[config.mk]
export PLATFORM = sky130hd
export DESIGN_NAME = sha1_message_digest_core
export DESIGN_NICKNAME = d
export VERILOG_FILES = /design/src/design/sha1md_pkg.sv /design/src/design/sha1md_sched.sv /design/src/design/sha1md_round.sv /design/src/design/sha1_message_digest_core.sv
export SDC_FILE = /design/constraint.sdc
export NUM_CORES = 2
export LEC_CHECK = 0
export BUFFER_PORTS_ARGS = -buffer_cell sky130_fd_sc_hd__buf_2
export CORE_ASPECT_RATIO = 1.75
export CORE_MARGIN = 3
export CORE_UTILIZATION = 50
export CTS_CLUSTER_DIAMETER = 80
export CTS_CLUSTER_SIZE = 10
export DETAILED_ROUTE_END_ITERATION = 8
export GPL_ROUTABILITY_DRIVEN = 0
export MAX_ROUTING_LAYER = met4
export PLACE_DENSITY = 0.76
export REMOVE_ABC_BUFFERS = 1
export SKIP_CTS_REPAIR_TIMING = 1
export SYNTH_ARGS = -nofsm -noshare
export SYNTH_HDL_FRONTEND = slang
export SYNTH_HIERARCHICAL = 1
export SYNTH_SLANG_ARGS = --single-unit
[constraint.sdc]
create_clock -name clk -period 10.2 [get_ports clk]
set_input_delay 2.04 -clock clk [delete_from_list [all_inputs] [get_ports clk]]
set_output_delay 2.04 -clock clk [all_outputs]
set_load 0.01 [all_outputs]
[src/design/sha1md_pkg.sv]
// ----------------------------------------------------------------------------
// SHA-1 digest core package
// Shared types, command codes and the constants of the SHA-1 scheme.
// ----------------------------------------------------------------------------
package sha1md_pkg;

	typedef logic [31:0] word_t;
	typedef logic [4:0][31:0] chain_t;

	// Input kinds carried on the input tuser.
	localparam logic [1:0] MODE_APPEND  = 2'd0;
	localparam logic [1:0] MODE_FINISH  = 2'd1;
	localparam logic [1:0] MODE_DISCARD = 2'd2;

	localparam int unsigned BLOCK_BITS = 512;
	localparam int unsigned ROUNDS     = 80;
	localparam logic [5:0]  LEN_POS    = 6'd56;
	localparam logic [5:0]  LAST_BYTE  = 6'd63;
	localparam logic [7:0]  PAD_MARKER = 8'h80;
	localparam logic [2:0]  LAST_INDEX = 3'd4;

	// Initial chaining value, h0 in the lowest slot.
	localparam chain_t H_INIT = {32'hC3D2E1F0, 32'h10325476, 32'h98BADCFE,
		32'hEFCDAB89, 32'h67452301};

	localparam word_t K_CH  = 32'h5A827999;
	localparam word_t K_P1  = 32'h6ED9EBA1;
	localparam word_t K_MAJ = 32'h8F1BBCDC;
	localparam word_t K_P2  = 32'hCA62C1D6;

	// Commands from the sequencer to the round unit.
	typedef struct packed {
		logic start;    // load working words and run one compression
		logic restart;  // reload the initial chaining value
	} cmd_t;

	// Byte written into the block buffer.
	typedef struct packed {
		logic       valid;
		logic [7:0] data;
	} byte_wr_t;

endpackage

[src/design/sha1md_sched.sv]
// ----------------------------------------------------------------------------
// SHA-1 block buffer and message schedule
// A 512-bit shift line that gathers bytes and then expands the schedule.
// ----------------------------------------------------------------------------
module sha1md_sched (
	input  logic                clk,
	input  sha1md_pkg::byte_wr_t byte_wr,
	input  logic                step,
	output sha1md_pkg::word_t   w_cur
);

	localparam int unsigned TOP = sha1md_pkg::BLOCK_BITS - 1;

	logic [TOP:0]      buf_q;
	sha1md_pkg::word_t w_mix;
	sha1md_pkg::word_t w_new;

	// Word i of the window sits at bits TOP-32*i downward; word 0 is the oldest.
	assign w_cur = buf_q[TOP -: 32];
	assign w_mix = buf_q[TOP - 32*13 -: 32] ^ buf_q[TOP - 32*8 -: 32]
		^ buf_q[TOP - 32*2 -: 32] ^ buf_q[TOP -: 32];
	assign w_new = {w_mix[30:0], w_mix[31]};

	always_ff @(posedge clk) begin
		if (byte_wr.valid) begin
			buf_q <= {buf_q[TOP-8:0], byte_wr.data};
		end else if (step) begin
			buf_q <= {buf_q[TOP-32:0], w_new};
		end
	end

endmodule

[src/design/sha1md_round.sv]
// ----------------------------------------------------------------------------
// SHA-1 round unit
// One shared round datapath, a round counter and the chaining words.
// ----------------------------------------------------------------------------
module sha1md_round (
	input  logic               clk,
	input  logic               arst_n,
	input  sha1md_pkg::cmd_t   cmd,
	input  sha1md_pkg::word_t  w_cur,
	output logic               step,
	output logic               done,
	output sha1md_pkg::chain_t chain
);

	logic                run_q;
	logic                add_q;
	logic [6:0]          rnd_q;
	sha1md_pkg::chain_t  chain_q;
	sha1md_pkg::word_t   a_q, b_q, c_q, d_q, e_q;
	sha1md_pkg::word_t   f_w, k_w, sum_w;

	assign step  = run_q;
	assign done  = add_q;
	assign chain = chain_q;

	always_comb begin
		if (rnd_q < 7'd20) begin
			f_w = (b_q & c_q) | (~b_q & d_q);
			k_w = sha1md_pkg::K_CH;
		end else if (rnd_q < 7'd40) begin
			f_w = b_q ^ c_q ^ d_q;
			k_w = sha1md_pkg::K_P1;
		end else if (rnd_q < 7'd60) begin
			f_w = (b_q & c_q) | (b_q & d_q) | (c_q & d_q);
			k_w = sha1md_pkg::K_MAJ;
		end else begin
			f_w = b_q ^ c_q ^ d_q;
			k_w = sha1md_pkg::K_P2;
		end
		sum_w = {a_q[26:0], a_q[31:27]} + f_w + e_q + w_cur + k_w;
	end

	always_ff @(posedge clk or negedge arst_n) begin
		if (!arst_n) begin
			run_q   <= 1'b0;
			add_q   <= 1'b0;
			rnd_q   <= '0;
			chain_q <= sha1md_pkg::H_INIT;
		end else begin
			// The add cycle follows the last round.
			add_q <= run_q && !cmd.restart && !cmd.start
				&& (rnd_q == 7'(sha1md_pkg::ROUNDS - 1));
			if (cmd.restart) begin
				chain_q <= sha1md_pkg::H_INIT;
			end else if (cmd.start) begin
				run_q <= 1'b1;
				rnd_q <= '0;
			end else if (run_q) begin
				rnd_q <= rnd_q + 7'd1;
				if (rnd_q == 7'(sha1md_pkg::ROUNDS - 1)) begin
					run_q <= 1'b0;
				end
			end else if (add_q) begin
				chain_q[0] <= chain_q[0] + a_q;
				chain_q[1] <= chain_q[1] + b_q;
				chain_q[2] <= chain_q[2] + c_q;
				chain_q[3] <= chain_q[3] + d_q;
				chain_q[4] <= chain_q[4] + e_q;
			end
		end
	end

	// Working words carry no reset; they are loaded at the start of each block.
	always_ff @(posedge clk) begin
		if (cmd.start) begin
			a_q <= chain_q[0];
			b_q <= chain_q[1];
			c_q <= chain_q[2];
			d_q <= chain_q[3];
			e_q <= chain_q[4];
		end else if (run_q) begin
			a_q <= sum_w;
			b_q <= a_q;
			c_q <= {b_q[1:0], b_q[31:2]};
			d_q <= c_q;
			e_q <= d_q;
		end
	end

endmodule

[src/design/sha1_message_digest_core.sv]
// ----------------------------------------------------------------------------
// SHA-1 message digest core
// Byte-stream SHA-1 engine with padding, length append and digest readout.
// ----------------------------------------------------------------------------
// An append item that completes a 64-byte block writes its byte and loads the
//   working words together; the rounds and the final add follow.
// A finish item writes padding and length one byte per cycle (9 to 72 bytes),
//   pausing for each of its one or two compressions, then offers five words,
//   one per cycle while m_tready is high. Input waits on the single round unit.
// Reset: arst_n clears the sequencer and counters and loads the initial vector.
// ----------------------------------------------------------------------------
module sha1_message_digest_core (
	input  logic        clk,
	input  logic        arst_n,
	input  logic        s_tvalid,
	output logic        s_tready,
	input  logic [7:0]  s_tdata,   // [7:0] data_byte
	input  logic [1:0]  s_tuser,   // [1:0] mode
	output logic        m_tvalid,
	input  logic        m_tready,
	output logic [31:0] m_tdata,   // [31:0] digest_word
	output logic [2:0]  m_tuser,   // [2:0] word_index
	output logic        m_tlast    // last_word
);

	// Sequencer states.
	localparam logic [1:0] ST_IDLE = 2'd0;  // taking input items
	localparam logic [1:0] ST_PAD  = 2'd1;  // writing marker, zeros and length
	localparam logic [1:0] ST_HASH = 2'd2;  // waiting on the round unit
	localparam logic [1:0] ST_EMIT = 2'd3;  // offering the five digest words

	logic [1:0]  state_q;
	logic [1:0]  ret_q;      // state to resume after the compression
	logic [5:0]  fill_q;     // bytes held in the current block
	logic [60:0] msg_q;      // bytes in the message so far, wraps
	logic        first_q;    // next pad byte is the 0x80 marker
	logic        extra_q;    // padding spills into an extra block
	logic [2:0]  idx_q;      // digest word being offered

	logic                 s_acc;
	logic                 m_acc;
	logic                 len_phase;
	logic [63:0]          bit_len;
	logic [7:0]           pad_byte;
	sha1md_pkg::cmd_t     cmd;
	sha1md_pkg::byte_wr_t byte_wr;
	sha1md_pkg::word_t    w_cur;
	sha1md_pkg::chain_t   chain;
	logic                 step;
	logic                 done;

	assign s_tready = (state_q == ST_IDLE);
	assign s_acc    = s_tvalid && s_tready;
	assign m_tvalid = (state_q == ST_EMIT);
	assign m_acc    = m_tvalid && m_tready;
	assign m_tdata  = chain[idx_q];
	assign m_tuser  = idx_q;
	assign m_tlast  = (idx_q == sha1md_pkg::LAST_INDEX);

	// The length occupies the last eight bytes of the final block, most
	// significant byte first, so the low three bits of the fill count pick it.
	assign bit_len   = {msg_q, 3'b000};
	assign len_phase = !first_q && !extra_q && (fill_q >= sha1md_pkg::LEN_POS);

	always_comb begin
		if (first_q) begin
			pad_byte = sha1md_pkg::PAD_MARKER;
		end else if (len_phase) begin
			pad_byte = bit_len[{~fill_q[2:0], 3'b000} +: 8];
		end else begin
			pad_byte = 8'h00;
		end
	end

	// Block buffer write: message bytes while idle, padding bytes in ST_PAD.
	always_comb begin
		byte_wr.valid = 1'b0;
		byte_wr.data  = s_tdata;
		if (s_acc && (s_tuser == sha1md_pkg::MODE_APPEND)) begin
			byte_wr.valid = 1'b1;
		end else if (state_q == ST_PAD) begin
			byte_wr.valid = 1'b1;
			byte_wr.data  = pad_byte;
		end
	end

	// A compression starts whenever the 64th byte of a block goes in.
	// The state returns to its reset values on discard and after the last word.
	always_comb begin
		cmd.start   = byte_wr.valid && (fill_q == sha1md_pkg::LAST_BYTE);
		cmd.restart = (s_acc && (s_tuser == sha1md_pkg::MODE_DISCARD))
			|| (m_acc && m_tlast);
	end

	always_ff @(posedge clk or negedge arst_n) begin
		if (!arst_n) begin
			state_q <= ST_IDLE;
			ret_q   <= ST_IDLE;
			fill_q  <= '0;
			msg_q   <= '0;
			first_q <= 1'b0;
			extra_q <= 1'b0;
			idx_q   <= '0;
		end else begin
			unique case (state_q)
				ST_IDLE: begin
					if (s_acc) begin
						case (s_tuser)
							sha1md_pkg::MODE_APPEND: begin
								fill_q <= fill_q + 6'd1;
								msg_q  <= msg_q + 61'd1;
								if (cmd.start) begin
									state_q <= ST_HASH;
									ret_q   <= ST_IDLE;
								end
							end
							sha1md_pkg::MODE_FINISH: begin
								state_q <= ST_PAD;
								first_q <= 1'b1;
								extra_q <= 1'b0;
							end
							sha1md_pkg::MODE_DISCARD: begin
								fill_q <= '0;
								msg_q  <= '0;
							end
							default: begin
							end
						endcase
					end
				end
				ST_PAD: begin
					fill_q  <= fill_q + 6'd1;
					first_q <= 1'b0;
					if (cmd.start) begin
						state_q <= ST_HASH;
						ret_q   <= (first_q || extra_q) ? ST_PAD : ST_EMIT;
						extra_q <= 1'b0;
					end else if (first_q && (fill_q >= sha1md_pkg::LEN_POS)) begin
						// A marker at or past byte 56 leaves no room for the length.
						extra_q <= 1'b1;
					end
				end
				ST_HASH: begin
					if (done) begin
						state_q <= ret_q;
					end
				end
				ST_EMIT: begin
					if (m_acc) begin
						if (m_tlast) begin
							idx_q   <= '0;
							fill_q  <= '0;
							msg_q   <= '0;
							state_q <= ST_IDLE;
						end else begin
							idx_q <= idx_q + 3'd1;
						end
					end
				end
				default: begin
					state_q <= ST_IDLE;
				end
			endcase
		end
	end

	sha1md_sched u_sched (
		.clk     (clk),
		.byte_wr (byte_wr),
		.step    (step),
		.w_cur   (w_cur)
	);

	sha1md_round u_round (
		.clk    (clk),
		.arst_n (arst_n),
		.cmd    (cmd),
		.w_cur  (w_cur),
		.step   (step),
		.done   (done),
		.chain  (chain)
	);

endmodule

==> metrics.md <==
| Metric | Value |
|---|---|
| # DRC | 0 |
| Ys Warns | 6 |
| Layout Nets | 4997 |
| Crit-path max FO | 20 |
| Initial antenna violation count | 4 |
| Tcrit/Tclk final | 66.90% |
| Initial DRC count | 3183 |
| Vias per cell | 6.155 |
| CP Capture Type | register |
| CTS buffer count | 101 |
| Hold Vio Cnt, Final | 0 |
| Worst Max-Slew Pin Slew | 1.437 ns |
| Final Power | 0.01817 W |
| Post-synthesis cell count | 4699 |
| Ys async rst share | 26.72% |
| Relative slew margins | 3.899% |
| Number of routed nets with antenna violations | 0 |
| Net Sw Power | 0.006534 W |
| Starting density of the core | 50.42% |
| Clk_lat worst skew | 0.71 ns |
| Multi-input logic area | 26820 um^2 |
| Setup CP Type | register to register |
| Sw frac | 35.96% |
| Overall Global Routing Usage | 26.53% |
| GRT overflow | 0 |
| First-pass GRT wire length | 229700 um |
| Post-place setup slack | 3.495 ns |
| Startpoint class of the critical path | register |
| Final number of setup-violating endpoints | 0 |
| Final WS setup | 3.376 ns |
| Ys flop type | edfxtp_1 |
| Seq/Total Area, Yosys | 47.53% |
| Combinational Power Share | 41.2% |
| Register share of total power | 40.0% |
| Clock slew seen by the registers of the worst setup and hold paths | 0.07 ns |
| Die Y | 447.0 um |
| Fmax | 146.5 MHz |
| EDFF count, synth | 672 |
| Routed vias | 38150 |
| CP arrival | 7.24 ns |
| H-tree depth | 3 |
| Status | finished, final reports clean |
| Final WL | 149500 um |
| Row count | 161 |
| Critical Path RT | 10.62 ns |
| Max_cap viols | 0 |
| Post-DP HPWL | 104300 um |
| Register bit count reported by yosys | 917 |
| P_int | 0.01164 W |
| Total die area | 115300 um^2 |
| Slew Viols, Final | 0 |
| Sequential cell area | 26420 um^2 |
| RSZ-0062 raised after global routing | no |
| Core area | 110200 um^2 |
| Peak VDD IR | 0.0002764 V |
| Drt first pass iters | 7 |
| Average wire per standard cell | 24.13 um |
| Post-synthesis cell area | 55560 um^2 |
| Syn Area/Cell | 11.82 um^2 |
| Largest net degree at the start of global routing | 182 |
| Clk_skew | 0.03990 ns |
| Top Ports | 52 |
| IO Port Bufs | 51 |
| CTS tree | yes |
| Hold Path Class | register to register |
| Layout cells sized above 1 | 16.62% |
| Final min period | 6.824 ns |
| PwrDens | 304.8 nW/um^2 |
| Layout area overhead | 7.312% |
| Static leakage | 23.01 nW |
| Synth cell types | 99 |
| Clock Power Share | 18.8% |
| Die X | 258.0 um |
| Maximum buffer depth of the clock tree | 3 |
| Vias in the first global route | 39440 |
| Clock Sinks | 917 |
| Fillers | 9097 |
| Clock Root Buffer | clkbuf_16 |
-- per-layer routing --
metal / share of wire (%) / global-route usage, % / vias up
li1: - / - / 17120
met1: 34 / 26.83 / 18850
met2: 52 / 46.57 / 1540
met3: 5.1 / 3.606 / 643
met4: 9.0 / 19.96 / 0
met5: 0 / - / -
-- worst paths after layout --
kind / to / slack (ns) / startpoint / depth (start not counted)
hold reg to reg: u_round/chain[148]$_DFFE_PN1P_ / 0.51 / u_round/chain[148]$_DFFE_PN1P_ / 2
hold / removal: u_round/chain[148]$_DFFE_PN1P_ / 0.51 / u_round/chain[148]$_DFFE_PN1P_ / 2
min in group asynchronous: msg_q[52]$_DFFE_PN0P_ / 1.45 / arst_n / 1
setup reg to reg: u_round/a_q[31]$_DFFE_PN_ / 3.38 / u_round/rnd_q[2]$_DFFE_PN0P_ / 19
max in group asynchronous: u_round/chain[94]$_DFFE_PN0P_ / 7.25 / arst_n / 2
setup / recovery: u_round/a_q[31]$_DFFE_PN_ / 3.38 / u_round/rnd_q[2]$_DFFE_PN0P_ / 19
-- worst max-delay path: stages (launching register included) --
cell and delay [ns]:
dfrtp_1 0.44, and3_1 0.25, or3_1 0.37, inv_1 0.72, a21oi_2 0.26, buf_4 0.30, inv_1 0.52, nor2_1 0.08
nor2_1 0.14, fa_1 0.45, fa_1 0.50, ha_1 0.38, nand3_1 0.13, or3_1 0.39, or3_1 0.40, o2111ai_1 0.33
a31oi_1 0.22, o22ai_1 0.34, o221a_2 0.26, a221oi_1 0.04
-- registers in the layout, indices dropped and copies added (netlist names) --
name	count
u_round/d_q	32
u_round/b_q	32
u_round/rnd_q	7
u_round/chain	160
state_q	2
extra_q	1
m_tuser	3
fill_q	6
u_round/e_q	32
u_round/c_q	32
u_round/done	1
first_q	1
u_sched/buf_q	512
msg_q	61
ret_q	2
u_round/step	1
u_round/a_q	32
-- power groups by stage --
stage               Sequential, W  Clock, W  Combinational (W)
CTS                       0.00726   0.00349            0.00745
floorplan                 0.00698         0            0.00649
global placement          0.00726         0            0.00717
detailed placement        0.00731         0            0.00739
finish                    0.00726   0.00342            0.00749
global route              0.00741   0.00363            0.00819
-- layout make-up --
| type | count | area share (%) |
|---|---|---|
| clock buffer | 174 | 4.770 |
| sequential | 917 | 44.31 |
| clock inverter | 6 | 0.2371 |
| inverter | 242 | 1.544 |
| timing repair buffer | 91 | 1.070 |
| multi-input combinational | 3300 | 44.99 |
| antenna | 1 | 0.004197 |
| tap | 1467 | 3.079 |
-- stage by stage --
step	cell area (um^2)	instances	setup TNS, ns	utilization [%]	hold WS (ns)
after floorplan	54100	4459	-9927.13	-	0.4631
after global placement	56630	6016	0	51.39	0.4914
after detailed placement	56630	6016	0	51.39	0.4997
after CTS	59620	6196	0	54.10	0.5089
after global routing	59620	6198	0	54.11	0.5316
final	59620	6198	0	54.11	0.5074
-- kinds of logic (layout without fill, tap and decap cells) --
kind of cell	after synthesis	after routing	share of synthesized area, %
fa+ha+maj	330	330	9.120
buf+inv	482	513	4.267
compound gates	959	959	10.88
other cells	0	1	0
simple gates	1030	1030	8.657
flops	917	917	47.53
xor+xnor	261	261	4.114
mux	720	720	15.43
-- Yosys cell counts (26+ instances only) --
cell type  count  area share, %
o21ai_1       52           0.47
o211ai_1      54           0.73
nand2_1      421            2.8
and3_1        26           0.29
a211oi_1      32           0.43
edfxtp_1     672             36
dfrtp_1      165            7.4
nand2b_1      40           0.45
xor2_1        72            1.1
inv_1        240            1.6
mux2_1       165            3.3
nor2b_1       26           0.29
o22ai_1       49           0.55
nand4_1       47           0.53
nor2_1       219            1.5
buf_6         54            1.1
clkbuf_1     109           0.74
o31ai_1       34           0.46
ha_1         205            4.6
nor3_1        54           0.49
buf_4         36           0.49
mux2_4       120            3.2
o21ai_0      188            1.7
or3_1         28           0.32
mux2_2       317            6.4
xnor2_1      189            3.0
mux2i_1      105            1.9
fa_1         125            4.5
nand3_1       80           0.72
a21o_1        81            1.1
a21oi_1      274            2.5
a31oi_1       29           0.33
dfstp_2       80            3.8
o21a_1        28           0.38
-- cells in the final DEF (no fill, tap or decap), drive strengths merged, types with 91 or more instances in the layout --
cell and n:
ha 205, mux2 602, clkbuf 174, xnor2 189, edfxtp 672, mux2i 105
dfrtp 165, buf 91, a21oi 274, o21ai 241, fa 125, nand2 422
inv 242, nor2 220
(Power assumes the default switching activity.)
